[config.mk]
export PLATFORM = sky130hd
export DESIGN_NAME = backlight_idle_fade_controller
export DESIGN_NICKNAME = d
export VERILOG_FILES = /design/src/bifc_pkg.sv /design/src/bifc_datapath.sv /design/src/bifc_ctrl.sv /design/src/backlight_idle_fade_controller.sv
export SDC_FILE = /design/constraint.sdc
export NUM_CORES = 1
export LEC_CHECK = 0
export ABC_CLOCK_PERIOD_IN_PS = 6500
export BUFFER_PORTS_ARGS = -buffer_cell sky130_fd_sc_hd__buf_2
export CAP_MARGIN = 25
export CORE_AREA = 2 2 213 215
export CTS_CLUSTER_DIAMETER = 150
export DETAILED_ROUTE_END_ITERATION = 16
export DIE_AREA = 0 0 215 217
export GPL_ROUTABILITY_DRIVEN = 0
export PLACE_DENSITY = 0.66
export SYNTH_ARGS = -nofsm -noshare
export SYNTH_HDL_FRONTEND = slang
export SYNTH_HIERARCHICAL = 1
export SYNTH_SLANG_ARGS = --single-unit
[constraint.sdc]
create_clock -name clk_i -period 6.5 [get_ports clk_i]
set_input_delay 1.3 -clock clk_i [delete_from_list [all_inputs] [get_ports clk_i]]
set_output_delay 1.3 -clock clk_i [all_outputs]
set_load 0.005 [all_outputs]
[src/bifc_pkg.sv]
// types and constants shared by the backlight idle fade controller
// depends on nothing; imported by every module of the block

package bifc_pkg;

  localparam logic [1:0] REQ_TICK  = 2'd0;
  localparam logic [1:0] REQ_KEY   = 2'd1;
  localparam logic [1:0] REQ_START = 2'd2;

  localparam logic [1:0] PH_AWAKE  = 2'd0;
  localparam logic [1:0] PH_FADING = 2'd1;
  localparam logic [1:0] PH_ASLEEP = 2'd2;

  localparam logic [1:0] CFG_IDLE_TIMEOUT = 2'd0;
  localparam logic [1:0] CFG_FADE_DUR     = 2'd1;
  localparam logic [1:0] CFG_FALLBACK     = 2'd2;

  localparam logic [31:0] IDLE_TIMEOUT_RST = 32'd86400000;
  localparam logic [15:0] FADE_DUR_RST     = 16'd5000;
  localparam logic [7:0]  FALLBACK_RST     = 8'd255;

  localparam int unsigned QUO_BITS = 8;
  localparam int unsigned CNT_BITS = 3;

  typedef enum logic [1:0] {
    VAL_ZERO,
    VAL_SAVED,
    VAL_QUOT
  } val_sel_e;

  typedef struct packed {
    logic [1:0]  req_type;
    logic [31:0] now_ms;
    logic [7:0]  display_brightness;
  } in_t;

  typedef struct packed {
    logic       brightness_write;
    logic [7:0] brightness_value;
    logic       panel_sleep_cmd;
    logic       panel_wake_cmd;
    logic       redraw_request;
    logic [1:0] idle_phase;
  } out_t;

  typedef struct packed {
    logic       ld_in;
    logic       ld_diff;
    logic       upd_key;
    logic       capture;
    logic       mul_en;
    logic       div_step;
    logic       ld_out;
    logic       wr;
    logic       slp;
    logic       wak;
    logic       redraw;
    val_sel_e   val_sel;
    logic [1:0] phase;
  } cmd_t;

  typedef struct packed {
    logic [1:0] req_type;
    logic       timed_out;
    logic       fade_done;
  } sts_t;

endpackage

[src/bifc_datapath.sv]
// datapath: configuration registers, time state, elapsed-time compare,
// fade multiply and shift-subtract divider, result register; uses bifc_pkg

module bifc_datapath import bifc_pkg::*; #(
  parameter int unsigned TIME_BITS = 32
) (
  input  logic        clk_i,
  input  logic        rst_ni,
  input  logic        cfg_we_i,
  input  logic [1:0]  cfg_idx_i,
  input  logic [31:0] cfg_data_i,
  input  in_t         in_data_i,
  input  cmd_t        cmd_i,
  output sts_t        sts_o,
  output out_t        out_data_o
);

  localparam int unsigned CMP_W = (TIME_BITS > 32) ? TIME_BITS : 32;
  localparam int unsigned REM_W = 24;

  logic [31:0] timeout_q;
  logic [15:0] dur_q;
  logic [7:0]  fallback_q;

  in_t                  in_q;
  logic [TIME_BITS-1:0] now_w;
  logic [TIME_BITS-1:0] last_key_q;
  logic [TIME_BITS-1:0] fade_start_q;
  logic [TIME_BITS-1:0] key_el_q;
  logic [TIME_BITS-1:0] fade_el_q;
  logic [7:0]           saved_q;
  logic [REM_W-1:0]     rem_q;
  logic [REM_W-1:0]     dvs_q;
  logic [QUO_BITS-1:0]  quo_q;
  logic [15:0]          left_w;
  logic [REM_W-1:0]     prod_w;
  logic                 sub_ok_w;
  logic [7:0]           val_w;
  out_t                 out_q;

  assign now_w    = TIME_BITS'(in_q.now_ms);
  assign left_w   = dur_q - fade_el_q[15:0];
  assign prod_w   = {16'b0, saved_q} * {8'b0, left_w};
  assign sub_ok_w = rem_q >= dvs_q;

  // config registers
  always_ff @(posedge clk_i or negedge rst_ni) begin
    if (!rst_ni) begin
      timeout_q  <= IDLE_TIMEOUT_RST;
      dur_q      <= FADE_DUR_RST;
      fallback_q <= FALLBACK_RST;
    end else if (cfg_we_i) begin
      case (cfg_idx_i)
        CFG_IDLE_TIMEOUT: timeout_q  <= cfg_data_i;
        CFG_FADE_DUR:     dur_q      <= cfg_data_i[15:0];
        CFG_FALLBACK:     fallback_q <= cfg_data_i[7:0];
        default: ;
      endcase
    end
  end

  // architectural time state
  always_ff @(posedge clk_i or negedge rst_ni) begin
    if (!rst_ni) begin
      last_key_q   <= '0;
      fade_start_q <= '0;
      saved_q      <= '0;
    end else begin
      if (cmd_i.upd_key) begin
        last_key_q <= now_w;
      end
      if (cmd_i.capture) begin
        fade_start_q <= now_w;
        saved_q      <= (in_q.display_brightness == 8'd0) ? fallback_q
                                                           : in_q.display_brightness;
      end
    end
  end

  // item payload, elapsed times, divider and output register
  always_ff @(posedge clk_i) begin
    if (cmd_i.ld_in) begin
      in_q <= in_data_i;
    end
    if (cmd_i.ld_diff) begin
      key_el_q  <= now_w - last_key_q;
      fade_el_q <= now_w - fade_start_q;
    end
    if (cmd_i.mul_en) begin
      rem_q <= prod_w;
      dvs_q <= {1'b0, dur_q, 7'b0};
      quo_q <= '0;
    end else if (cmd_i.div_step) begin
      if (sub_ok_w) begin
        rem_q <= rem_q - dvs_q;
      end
      quo_q <= {quo_q[QUO_BITS-2:0], sub_ok_w};
      dvs_q <= dvs_q >> 1;
    end
    if (cmd_i.ld_out) begin
      out_q.brightness_write <= cmd_i.wr;
      out_q.brightness_value <= val_w;
      out_q.panel_sleep_cmd  <= cmd_i.slp;
      out_q.panel_wake_cmd   <= cmd_i.wak;
      out_q.redraw_request   <= cmd_i.redraw;
      out_q.idle_phase       <= cmd_i.phase;
    end
  end

  always_comb begin
    case (cmd_i.val_sel)
      VAL_SAVED: val_w = saved_q;
      VAL_QUOT:  val_w = quo_q;
      default:   val_w = 8'd0;
    endcase
  end

  assign sts_o.req_type  = in_q.req_type;
  assign sts_o.timed_out = CMP_W'(key_el_q) >= CMP_W'(timeout_q);
  assign sts_o.fade_done = CMP_W'(fade_el_q) >= CMP_W'(dur_q);
  assign out_data_o      = out_q;

endmodule

[src/bifc_ctrl.sv]
// controller: item sequencing, idle phase and tracking state, result valid
// uses bifc_pkg; drives the datapath through cmd_t and reads sts_t

module bifc_ctrl import bifc_pkg::*; (
  input  logic clk_i,
  input  logic rst_ni,
  input  logic in_valid_i,
  output logic in_stall_o,
  output logic out_valid_o,
  input  logic out_stall_i,
  input  sts_t sts_i,
  output cmd_t cmd_o
);

  typedef enum logic [2:0] {
    S_IDLE,
    S_DIFF,
    S_EVAL,
    S_MUL,
    S_DIV,
    S_DONE
  } state_e;

  state_e              state_q;
  logic                tracking_q;
  logic [1:0]          phase_q;
  logic [CNT_BITS-1:0] cnt_q;
  logic                out_valid_q;
  logic                res_wr_q;
  logic                res_slp_q;
  logic                res_wak_q;
  logic                res_redraw_q;
  val_sel_e            res_sel_q;
  logic                is_tick;
  logic                is_key;
  logic                out_free;

  assign is_tick  = tracking_q && (sts_i.req_type == REQ_TICK);
  assign is_key   = tracking_q && (sts_i.req_type == REQ_KEY);
  assign out_free = !out_valid_q || !out_stall_i;

  always_ff @(posedge clk_i or negedge rst_ni) begin
    if (!rst_ni) begin
      state_q      <= S_IDLE;
      tracking_q   <= 1'b0;
      phase_q      <= PH_AWAKE;
      cnt_q        <= '0;
      out_valid_q  <= 1'b0;
      res_wr_q     <= 1'b0;
      res_slp_q    <= 1'b0;
      res_wak_q    <= 1'b0;
      res_redraw_q <= 1'b0;
      res_sel_q    <= VAL_ZERO;
    end else begin
      if (out_valid_q && !out_stall_i) begin
        out_valid_q <= 1'b0;
      end
      case (state_q)
        S_IDLE: begin
          if (in_valid_i) begin
            state_q <= S_DIFF;
          end
        end
        S_DIFF: begin
          state_q <= S_EVAL;
        end
        S_EVAL: begin
          res_wr_q     <= 1'b0;
          res_slp_q    <= 1'b0;
          res_wak_q    <= 1'b0;
          res_redraw_q <= 1'b0;
          res_sel_q    <= VAL_ZERO;
          state_q      <= S_DONE;
          if (sts_i.req_type == REQ_START) begin
            tracking_q <= 1'b1;
            phase_q    <= PH_AWAKE;
          end else if (is_key) begin
            if (phase_q != PH_AWAKE) begin
              res_wr_q     <= 1'b1;
              res_sel_q    <= VAL_SAVED;
              res_wak_q    <= (phase_q == PH_ASLEEP);
              res_redraw_q <= 1'b1;
              phase_q      <= PH_AWAKE;
            end
          end else if (is_tick) begin
            if (phase_q == PH_AWAKE) begin
              if (sts_i.timed_out) begin
                phase_q <= PH_FADING;
              end
            end else if (phase_q == PH_FADING) begin
              res_wr_q <= 1'b1;
              if (sts_i.fade_done) begin
                res_slp_q <= 1'b1;
                phase_q   <= PH_ASLEEP;
              end else begin
                res_sel_q <= VAL_QUOT;
                state_q   <= S_MUL;
              end
            end
          end
        end
        S_MUL: begin
          cnt_q   <= '0;
          state_q <= S_DIV;
        end
        S_DIV: begin
          cnt_q <= cnt_q + 1'b1;
          if (cnt_q == CNT_BITS'(QUO_BITS - 1)) begin
            cnt_q   <= '0;
            state_q <= S_DONE;
          end
        end
        S_DONE: begin
          if (out_free) begin
            out_valid_q <= 1'b1;
            state_q     <= S_IDLE;
          end
        end
        default: begin
          state_q <= S_IDLE;
        end
      endcase
    end
  end

  always_comb begin
    cmd_o          = '0;
    cmd_o.ld_in    = (state_q == S_IDLE) && in_valid_i;
    cmd_o.ld_diff  = (state_q == S_DIFF);
    cmd_o.upd_key  = (state_q == S_EVAL) &&
                     ((sts_i.req_type == REQ_START) || is_key);
    cmd_o.capture  = (state_q == S_EVAL) && is_tick && (phase_q == PH_AWAKE) &&
                     sts_i.timed_out;
    cmd_o.mul_en   = (state_q == S_MUL);
    cmd_o.div_step = (state_q == S_DIV);
    cmd_o.ld_out   = (state_q == S_DONE) && out_free;
    cmd_o.wr       = res_wr_q;
    cmd_o.slp      = res_slp_q;
    cmd_o.wak      = res_wak_q;
    cmd_o.redraw   = res_redraw_q;
    cmd_o.val_sel  = res_sel_q;
    cmd_o.phase    = phase_q;
  end

  assign in_stall_o  = (state_q != S_IDLE);
  assign out_valid_o = out_valid_q;

  a_div_only_fading: assert property (@(posedge clk_i) disable iff (!rst_ni)
    (state_q == S_DIV) |-> (phase_q == PH_FADING))
    else $error("divider running outside fading phase");

  a_cnt_idle: assert property (@(posedge clk_i) disable iff (!rst_ni)
    (state_q != S_DIV) |-> (cnt_q == '0))
    else $error("step counter not cleared outside divide");

  a_done_loads: assert property (@(posedge clk_i) disable iff (!rst_ni)
    (state_q == S_DONE && !out_valid_q) |=> out_valid_q)
    else $error("result not delivered from done state");

  a_untracked_awake: assert property (@(posedge clk_i) disable iff (!rst_ni)
    !tracking_q |-> (phase_q == PH_AWAKE))
    else $error("phase left awake before tracking started");

endmodule

[src/backlight_idle_fade_controller.sv]
// top level of the backlight idle fade controller
// instantiates bifc_ctrl and bifc_datapath; uses bifc_pkg
//
//   port group   direction  handshake               payload
//   in           input      in_valid_i / in_stall_o   in_data_i (in_t)
//   out          output     out_valid_o / out_stall_i out_data_o (out_t)
//   cfg          input      cfg_we_i                  cfg_idx_i, cfg_data_i
//
// an item passes the diff, eval and done states; a fading tick that is still dimming
// also passes the multiply and the eight one-bit-per-cycle divide steps
// a new item is taken while the previous item waits at the output register
// out stall holds a finished item in the done state until the register frees
// reset clears config to defaults, tracking off, phase awake, no pending item

module backlight_idle_fade_controller import bifc_pkg::*; #(
  parameter int unsigned TIME_BITS = 32
) (
  input  logic        clk_i,
  input  logic        rst_ni,
  input  logic        in_valid_i,
  output logic        in_stall_o,
  input  in_t         in_data_i,
  output logic        out_valid_o,
  input  logic        out_stall_i,
  output out_t        out_data_o,
  input  logic        cfg_we_i,
  input  logic [1:0]  cfg_idx_i,
  input  logic [31:0] cfg_data_i
);

  cmd_t cmd;
  sts_t sts;

  bifc_ctrl u_ctrl (
    .clk_i       (clk_i),
    .rst_ni      (rst_ni),
    .in_valid_i  (in_valid_i),
    .in_stall_o  (in_stall_o),
    .out_valid_o (out_valid_o),
    .out_stall_i (out_stall_i),
    .sts_i       (sts),
    .cmd_o       (cmd)
  );

  bifc_datapath #(
    .TIME_BITS (TIME_BITS)
  ) u_datapath (
    .clk_i      (clk_i),
    .rst_ni     (rst_ni),
    .cfg_we_i   (cfg_we_i),
    .cfg_idx_i  (cfg_idx_i),
    .cfg_data_i (cfg_data_i),
    .in_data_i  (in_data_i),
    .cmd_i      (cmd),
    .sts_o      (sts),
    .out_data_o (out_data_o)
  );

endmodule
### Word level (Yosys, flattened, before mapping)

Index checks and enable logic that the tools add are counted.

| storage, ports and cells | value |
|---|---|
| bits in registers | 319 |
| output and inout port bits | 16 |
| logic and storage cells | 145 |

| operators by class | value |
|---|---|
| add/sub/neg operators | 5 |
| multiply operators | 1 |
| magnitude comparators | 3 |
| eq/ne operators | 19 |
| multiplexer cells | 54 |
| reductions and logical operators | 32 |

Operators with widths:

| kind | number |
|---|---|
| 24-bit two-way mux | 3 |
| 32-bit subtractor | 2 |
| 23-bit two-way mux | 2 |
| 32-bit by 16-bit greater-or-equal comparator with 1-bit output | 1 |
| 32-bit greater-or-equal comparator | 1 |
| 3-bit two-way mux | 10 |
| 2-bit two-way mux | 14 |
| 24-bit by 23-bit greater-or-equal comparator with 1-bit output | 1 |
| 8-bit by 16-bit multiplier with 24-bit output | 1 |
| 24-bit by 23-bit subtractor with 24-bit output | 1 |
| 1-bit two-way mux | 21 |
| 3-bit one-hot mux with 6 select lines | 1 |
| 8-bit one-hot mux with 2 select lines | 1 |
| 16-bit subtractor | 1 |
| 2-bit AND reduction | 5 |
| 3-bit == test (second input constant) | 3 |
| 1-bit logical AND | 9 |
| 2-bit by 1-bit == test with 1-bit output (second input constant) | 4 |
| 2-bit == test (second input constant) | 4 |
| 8-bit logical NOT | 1 |
| 8-bit two-way mux | 1 |
| 4-bit nonzero test | 2 |
| 3-bit by 2-bit == test with 1-bit output (second input constant) | 2 |
| 2-bit logical NOT | 3 |
| other kinds (14) | 20 |

### Longest topological paths before layout

Gate-level depths: netlist of the first run.

| depth | value |
|---|---|
| depth in word-level cells | 8 |
| gate-level depth with buffers | 30 |

### Cells and area by module

Netlist of the first run, hierarchy kept.

By module, submodules not included:

| module | times used | cells each | area each (um^2) | sequential area each (um^2) |
|---|---|---|---|---|
| bifc_datapath | 1 | 2125 | 21002.6 | 8335.5 |
| bifc_ctrl | 1 | 94 | 868.3 | 375.4 |

### Worst setup path after synthesis of the first run

Ideal clock, no wire load.

| timing path | value |
|---|---|
| path type | reg-to-reg |
| start | register u_datapath.dur_q[0] |
| end | register u_datapath.rem_q[21] (data pin) |
| data arrival time | 6.478 ns |
| setup slack | -0.248 ns |
| cell stages (with the launch flop) | 30 |
| buffers on the path | 0 |
| path through | dfrtp_1 inv_1 ha_1 inv_1 fa_1 a21o_1 a21oi_1 o21bai_1 a21o_1 a21oi_1 o21bai_1 a211oi_1 xor2_1 nor2_1 fa_1 fa_1 fa_1 inv_1 fa_1 inv_1 ha_1 a21o_1 a21o_1 a21o_1 a21o_1 a31oi_1 o21ai_0 xor2_1 nor2_1 a21oi_1 |

| between the ends | value |
|---|---|
| longest elaborated chain between the ends | 3 |

RTL lines:

| element | line | text |
|---|---|---|
| start, declared | bifc_datapath.sv:22 | `logic [15:0] dur_q;` |
| start signal, assigned | bifc_datapath.sv:55 | `CFG_FADE_DUR: dur_q <= cfg_data_i[15:0];` |
| 16-bit subtractor | bifc_datapath.sv:42 | `assign left_w = dur_q - fade_el_q[15:0];` |
| 8-bit by 16-bit multiplier with 24-bit output | bifc_datapath.sv:43 | `assign prod_w = {16'b0, saved_q} * {8'b0, left_w};` |
| 24-bit two-way mux | bifc_datapath.sv:89 | `if (cmd_i.mul_en) begin` |
| end signal, assigned | bifc_datapath.sv:90 | `rem_q <= prod_w;` |
| end signal, assigned | bifc_datapath.sv:95 | `rem_q <= rem_q - dvs_q;` |
| end, declared | bifc_datapath.sv:32 | `logic [REM_W-1:0] rem_q;` |

Every way passes these cells.
A chain may end at the register's enable or synchronous reset.

### Worst setup path in the final report of the first run

| timing path | value |
|---|---|
| start | register u_datapath.dur_q[0] |
| end | register u_datapath.rem_q[22] (data pin) |

The elaborated chain is that of the path after synthesis.

==> metrics.txt, run 1 <==
Detail Placement HPWL=37400 um; R2R Path End=u_datapath/rem_q[22]; status=complete, no violations; met3 Use GR=2.71%; mux contribution to synthesized area=2.32%; main combinational cell family by area after synthesis=adder cells; flops & latches, synth=318; Final setup viols=0; relative slew slack=34.2%; Clock transition at path regs=60 ps; GRT Util Overall=21.3%; CTS max path bufs=3; CP max stage cell=fa_2; most frequent CP cell=a21o_1; first-pass iteration count of the detailed router=5; ys async rst share=45.0%; DR vias=16100; Worst Path Max Fanout=4; CTS tree=done; Starting Density=48.9%; Hold Startpoint=u_ctrl/res_wak_q; post-synthesis compound-gate area fraction=15.2%; Worst path max stage delay=590 ps; cell count of the worst hold path=0; Synth Net Count=2584; adder-cell share of the synthesized area=19.3%; met1 Track Usage GR=26.2%; sequential fraction of the synthesis area=39.8%; R2R Setup Slk=110 ps; die height=217 um; Port Buffers=96; Via-to-Cell Ratio=5.39; critical path data required time=6780 ps; startpoint type of the worst setup path=flip-flop; Tmin final=6390 ps; DRC Markers=0; number of synthesis warnings=6; Mean Syn Cell Area=9.86 um2; mapped cell area=0.0219 mm2; Fin Hold WS=456 ps; wire per inst=16.6 um; Hold Crit Class=reg -> reg; FILL cells=3969; Netlist cell types=84; initial antenna violation count=1; total grt overflow=0; cells after synthesis=2219; vias in the first global route=16400; antenna-violating nets left=0; RSZ-0062 raised after global routing=yes; post-synthesis simple-gate area fraction=13.2%; Reg2Reg Depth=30; fin crit share=98.3%; gr busiest metal=met2; # nets final=2717; Post-synth top flop=edfxtp_1; number of DRC markers in iteration 0=822; CTS buffer count=38; die width=215 um; placement row count=78; core area=0.0447 mm2; Tightest Pin Transition=973 ps; max-cap violations=0; largest net degree at the start of global routing=97; most common cell after layout, fill and taps aside=inv_1; H-tree lvl count=2; Clock Root Buffer=clkbuf_16; EDFF count, synth=160; CP endpoint kind=flip-flop; CTS sink count=318; Hold Fails Final Rpt=0; Critical Path AT=6670 ps; die area=0.0467 mm2; met2 Use GR=38.3%; Top Ports=97; first-pass GRT wire length=80800 um; clock latency on the worst-skew pair=560 ps; Hold Crit Endpoint=u_datapath/out_data_o[3]; share of layout cells above drive strength 1=15.5%; Max Fclk=0.157 GHz; most frequent cells in the layout=273 x inv_1, 208 x nand2_1, 184 x ha_1; xor and xnor area share after synthesis=4.00%; Reg-to-Reg Start=u_datapath/dur_q[0]; WL final=49600 um; Util after Layout=56.2%; Post-CTS Hold Buffers=0; fin. max-slew vios=0; P&R area growth vs syn=14.9%; Fin Clk Skew=29.4 ps; CP Class=reg -> reg
per-layer routing:
metal	routed length, um	share of wire (%)	vias up
met1	21500	43	7744
li1	-	-	7873
met3	1780	3.6	95
met2	24700	50	359
met4	1610	3.2	0
met5	0	0	-
synthesized netlist by cell type, drive strengths merged (57+ instances only):
library cell,count,area (um2)
a21o,71,533
a21oi,118,594
and2,87,544
clkbuf,57,214
dfrtp,121,3030
edfxtp,160,4800
fa,88,1760
ha,196,2450
inv,283,1060
nand2,211,792
nor2,120,450
o21ai,177,890
repair_timing:
item | CTS | global route
resized for setup | 8 | 70
endpoints found under the setup margin | 8 | 10
pin swaps | 16 | 77
buffers inserted | 1 | 8
sequential cells by signal, indices dropped and copies added (netlist names), 2 cells and up:
name,flops
u_datapath/fade_el_q,32
u_datapath/fade_start_q,32
u_datapath/key_el_q,32
u_datapath/last_key_q,32
u_datapath/now_w,32
u_datapath/timeout_q,32
u_datapath/rem_q,24
u_datapath/dvs_q,23
u_datapath/dur_q,16
u_datapath/out_data_o,14
u_datapath/fallback_q,8
u_datapath/in_q,8
u_datapath/quo_q,8
u_datapath/saved_q,8
u_ctrl/cnt_q,3
u_ctrl/state_q,3
u_ctrl/phase_q,2
u_ctrl/res_sel_q,2
u_datapath/sts_o,2
critical path, delay by kind of cell, from the launching register on:
kind	cells	cell delay, ps
AO/OA/AOI/OAI	14	2240
XOR/XNOR	2	380
adder cells (fa/ha/maj)	7	2660
buffers and inverters	5	340
flip-flops	1	390
multiplexers	1	90
AND/OR/NAND/NOR	1	40
worst max-delay path by stage:
stage,startpoint,cells after the start,endpoint,slack [ps]
2_1_floorplan,u_datapath/dur_q[0],29,u_datapath/rem_q[21],20
3_3_place_gp,u_datapath/dur_q[0],29,u_datapath/rem_q[23],-110
3_5_place_dp,u_datapath/dur_q[0],27,u_datapath/rem_q[23],-140
4_1_cts,u_datapath/dur_q[0],27,u_datapath/rem_q[23],9
5_1_grt,u_datapath/dur_q[0],31,u_datapath/rem_q[20],-190
6_report,u_datapath/dur_q[0],30,u_datapath/rem_q[22],110
cell families after synthesis:
| logic type | after synthesis |
|---|---|
| DFF | 318 |
| muxes | 47 |
| buffers and inverters | 354 |
| AOI/OAI and AO/OA | 526 |
| and+or+nand+nor | 590 |
| adders and majority gates | 284 |
| xor gates and xnor gates | 100 |
final cells by class:
cell class | instances | area (um2) | share of cell area, %
Clock inverter | 17 | 214 | 0.852
Clock buffer | 52 | 1100 | 4.40
Tap cell | 600 | 751 | 2.99
Timing Repair Buffer | 164 | 1060 | 4.24
Antenna cell | 1 | 2.50 | 0.00996
Multi-Input combinational cell | 1547 | 12200 | 48.6
Inverter | 283 | 1060 | 4.24
Sequential cell | 318 | 8710 | 34.7
stage by stage:
step / cell area [um2] / setup TNS [ps] / cells / setup WS (ps)
after floorplan: 21900 / 0 / 2219 / 15.8
after global placement: 23300 / -306 / 2901 / -108
after global routing: 25100 / -792 / 2982 / -194
after detailed placement: 23300 / -543 / 2902 / -138
final: 25100 / 0 / 2982 / 113
after CTS: 24700 / 0 / 2972 / 8.64
Power of run 1 is not shown: default switching activity piles up to over one toggle a cycle in this logic, so the estimate is an artifact.
==> inputs of run 2 (changes only) <==
--- a/config.mk
+++ b/config.mk
@@ -7,5 +7,5 @@
 export LEC_CHECK = 0
 export ABC_CLOCK_PERIOD_IN_PS = 6500
-export BUFFER_PORTS_ARGS = -buffer_cell sky130_fd_sc_hd__buf_2
+export BUFFER_PORTS_ARGS = -buffer_cell sky130_fd_sc_hd__clkbuf_2
 export CAP_MARGIN = 25
 export CORE_AREA = 2 2 213 215
==> constraint.sdc (replaced) <==
create_clock -name clk_i -period 6.5 [get_ports clk_i]
set_input_delay 0.65 -clock clk_i [delete_from_list [all_inputs] [get_ports clk_i]]
set_output_delay 0.65 -clock clk_i [all_outputs]
set_load 0.005 [all_outputs]
==> metrics.txt, run 2 (synthesis gave the netlist of run 1 again) <==
status=complete, no violations; largest net degree at the start of global routing=97 (unchanged); crit path from=u_datapath/dur_q[0]; # nets final=2722 (+0.18%); antenna cell count=0 (-1); most frequent CP cell=a21o_1; Critical Path Stages=29 (-3.3%); first-pass GRT wire length=80300 um (-0.55%); Hold Crit Class=in -> async; WL final=49000 um (-1.1%); Max Fclk=0.156 GHz (-0.33%); R2R Path End=u_datapath/rem_q[19]; core area=0.0447 mm2 (unchanged); die area=0.0467 mm2 (unchanged); Fin Hold WS=7.42 ps (-448 ps); relative slew slack=35.7% (+1.5 points); Inst Count DP=2902 (unchanged); most frequent cells in the layout=276 x inv_1, 208 x nand2_1, 187 x ha_1; R2R Setup Slk=90 ps (-20 ps); CTS buffer count=38 (unchanged); CTS sink count=318 (unchanged); CTS tree=done; Critical Path AT=6720 ps (+50 ps); placement row count=78 (unchanged); Top delay family on crit path=adder cells; most common cell after layout, fill and taps aside=inv_1; DRC Markers=0 (unchanged); number of DRC markers in iteration 0=946 (+15%); fin. max-slew vios=0 (unchanged); Worst Setup EP=u_datapath/rem_q[19]; Hold Fails Final Rpt=0 (unchanged); Clock Root Buffer=clkbuf_16; first-pass iteration count of the detailed router=7 (+2); Detail Placement HPWL=37200 um (-0.47%); Post-CTS Hold Buffers=0 (unchanged); GRT Util Overall=21.3% (-0.066 points); Cell Count, Final, Fillers Out=2987 (+0.17%); DR vias=16100 (+0.11%); Starting Density=48.9% (unchanged); P&R area growth vs syn=14.3%; RSZ-0062 raised after global routing=yes; CP max stage cell=fa_2; CP Class=reg -> reg; Via-to-Cell Ratio=5.39 (about the same); antenna-violating nets left=0 (unchanged); CTS max path bufs=3 (unchanged); die height=217 um (unchanged); Clock transition at path regs=60 ps (about the same); Worst Path Max Fanout=5 (+1); total grt overflow=0 (unchanged); Fin Clk Skew=23.4 ps (-6.06 ps); clock latency on the worst-skew pair=560 ps (about the same); share of layout cells above drive strength 1=15.1% (-0.37 points); wire per inst=16.4 um (-1.3%); Reg-to-Reg Start=u_datapath/dur_q[0]; Reg2Reg Depth=29 (-3.3%); Tmin final=6410 ps (+20.9 ps); FILL cells=3936 (-0.83%); vias in the first global route=16300 (-0.79%); CP endpoint kind=flip-flop; Tightest Pin Transition=951 ps (-22.2 ps); startpoint type of the worst setup path=flip-flop; max-cap violations=0 (unchanged); Port Buffers=96 (unchanged); CP Buf/Inv Count=6 (+1); placed instance area=0.0233 mm2 (unchanged); critical path data required time=6810 ps (+30 ps); die width=215 um (unchanged); Top Ports=97 (unchanged); H-tree lvl count=2 (unchanged); Util after Layout=55.9% (-0.28 points); initial antenna violation count=0 (-1); fin crit share=98.6% (+0.32 points); fin area=0.0250 mm2 (-0.50%); Worst path max stage delay=570 ps (-20 ps); Final setup viols=0 (unchanged)
-- run 2: per-stage QoR --
step | TNS, ps | worst slack, ps
3_5_place_dp | -1040 | -248
5_1_grt | -939 | -198
6_report | 0 | 92.2
3_3_place_gp | -351 | -120
4_1_cts | -50.0 | -50.0
2_1_floorplan | 0 | 15.8
-- run 2: worst min path at each step --
stage / end / slack, ps / depth (start not counted)
finish: u_ctrl/res_wak_q / 7 / 1
global route: u_ctrl/res_wak_q / 10 / 1
CTS: u_ctrl/tracking_q / 210 / 1
detailed placement: u_datapath/out_data_o[13] / 440 / 0
global placement: u_datapath/out_data_o[4] / 430 / 0
floorplan: u_ctrl/cnt_q[0] / 350 / 0
-- run 2: timing repair --
action | in CTS | in global routing
endpoints found under the hold margin | 0 | 0
setup buffers | 8 | 4
pin swaps | 31 | 27
gates cloned | 0 | 0
setup endpoints to repair | 9 | 10
resized for setup | 19 | 48
-- run 2: layout make-up --
class | instances | area, um2 | share of cell area [%]
multi-input cells | 1547 | 12200 | 48.6
flip-flops and latches | 318 | 8710 | 34.8
repair buffers | 169 | 1110 | 4.45
inverters | 283 | 1060 | 4.25
clock buffers | 50 | 1050 | 4.19
well taps | 600 | 751 | 3.00
clock inverters | 20 | 154 | 0.616
-- run 2: layer usage --
metal  global-route usage [%]  share of wire [%]
met1                     26.4                 43
met2                     37.9                 50
met3                     2.73                4.0
met4                     8.16                3.2
met5                        0                  0
-- run 2: worst reg2reg max path, delay by kind of cell (launching register included) --
kind / cells / cell delay, ps
flip-flops: 1 / 390
AND/OR/NAND/NOR: 2 / 250
adder cells (fa/ha/maj): 7 / 2680
buffers and inverters: 6 / 430
AO/OA/AOI/OAI: 13 / 2360
XOR/XNOR: 1 / 50
Power of run 2 is left out for the same reason.
==> inputs of run 3 (changes only) <==
CORE_AREA = 2 2 199 201   (was 2 2 213 215)
DIE_AREA = 0 0 201 203   (was 0 0 215 217)
PLACE_DENSITY = 0.74   (was 0.66)
==> metrics.txt, run 3 (synthesis gave the netlist of run 1 again) <==
CP max stage cell=fa_1; violated checks=negative setup slack; placement row count=72 (-7.7%); wire per inst=16.8 um (+2.4%); core area=0.0385 mm2 (-14%); Fin Clk Skew=21.6 ps (-1.81 ps); first-pass GRT wire length=81000 um (+0.82%); clock latency on the worst-skew pair=560 ps (about the same); CP Class=reg -> reg; DR vias=16100 (+0.22%); startpoint type of the worst setup path=flip-flop; most frequent cells in the layout=274 x inv_1, 208 x nand2_1, 187 x ha_1; Hold Crit Class=in -> async; RSZ-0062 raised after global routing=yes; Cell Count, Final, Fillers Out=2899 (-2.9%); die area=0.0408 mm2 (-13%); most common cell after layout, fill and taps aside=inv_1; die height=203 um (-6.5%); Critical Path AT=6770 ps (+50 ps); critical path data required time=6760 ps (-50 ps); Detail Placement HPWL=36600 um (-1.6%); max-cap violations=0 (unchanged); DRC Markers=0 (unchanged); # nets final=2716 (-0.22%); FILL cells=3012 (-23%); CP endpoint kind=flip-flop; Top Ports=97 (unchanged); initial antenna violation count=1 (+1); Clock transition at path regs=60 ps (about the same); Reg2Reg Depth=29 (unchanged); first-pass iteration count of the detailed router=5 (-2); GRT Util Overall=24.5% (+3.2 points); Starting Density=56.9% (+7.9 points); CTS tree=done; Hold Fails Final Rpt=0 (unchanged); relative slew slack=29.3% (-6.4 points); Clock Root Buffer=clkbuf_16; status=complete, but fails checks; total grt overflow=0 (unchanged); Max Fclk=0.154 GHz (-1.6%); antenna-violating nets left=0 (unchanged); Tightest Pin Transition=1060 ps (+108 ps); share of layout cells above drive strength 1=15.0% (-0.17 points); Final setup viols=1 (+1); WL final=48700 um (-0.59%); final worst slack=-12.5 ps (-105 ps); TNS Setup=-12.5 ps (-12.5 ps); CTS max path bufs=3 (unchanged); largest net degree at the start of global routing=76 (-22%); vias in the first global route=16700 (+2.6%); Worst path max stage delay=540 ps (-30 ps); fin. max-slew vios=0 (unchanged); number of DRC markers in iteration 0=823 (-13%); Inst Count DP=2814 (-3.0%); Worst Path Max Fanout=4 (-1); fin crit share=100% (+1.6 points); P&R area growth vs syn=13.7%; post-place setup slack=-159 ps (+88.9 ps); Port Buffers=96 (unchanged); Post-CTS Hold Buffers=0 (unchanged); CTS sink count=318 (unchanged); Via-to-Cell Ratio=5.56 (+3.3%); die width=201 um (-6.5%); CTS buffer count=37 (-2.6%); H-tree lvl count=2 (unchanged); Tmin final=6510 ps (+105 ps)
## run 3: timing repair
action	4_1_cts	5_1_grt
setup endpoints to repair	7	10
resized for setup	18	49
pin swaps	29	52
setup buffers	5	9
## run 3: worst paths after layout
kind / endpoint / from / slack [ps]
min in group clk_i: u_datapath/in_q[0] / in_data_i[0] / 260
max: u_datapath/rem_q[23] / u_datapath/dur_q[0] / -10
min: u_datapath/fade_start_q[4] / rst_ni / 130
max reg2reg: u_datapath/rem_q[23] / u_datapath/dur_q[0] / -10
min reg2reg: u_datapath/out_data_o[3] / u_ctrl/res_wak_q / 450
max in group asynchronous: u_ctrl/cnt_q[0] / rst_ni / 4990
## run 3: cell type report
type	instances	area (um2)	share of cell area [%]
sequential	318	8710	35.0
antenna	1	2.50	0.0101
timing repair buffer	164	1030	4.15
clock inverter	17	195	0.785
multi-input combinational	1547	12100	48.9
inverter	283	1060	4.27
clock buffer	51	1060	4.26
tap	518	648	2.61
## run 3: stage by stage
stage                     hold WS [ps]  util (%)  cell area, um2
after floorplan                    354         -           21900
after global routing               171      64.6           24900
after CTS                          123      63.8           24500
after detailed placement           440      60.2           23100
final                              130      64.6           24900
after global placement             431      60.2           23100
## run 3: critical path: cells and delay by family, from the launching register on
| kind | cells | cell delay, ps |
|---|---|---|
| buffers and inverters | 8 | 720 |
| and+or+nand+nor | 2 | 410 |
| AOI/OAI and AO/OA | 12 | 2010 |
| DFF | 1 | 380 |
| adders and majority gates | 7 | 2680 |
## run 3: layer usage
metal | wire length (um) | global-route usage (%)
met5 | 0 | 0
met4 | 1980 | 11.2
met3 | 1780 | 3.07
met2 | 24000 | 43.2
met1 | 20900 | 30.0
Power of run 3 is left out for the same reason.
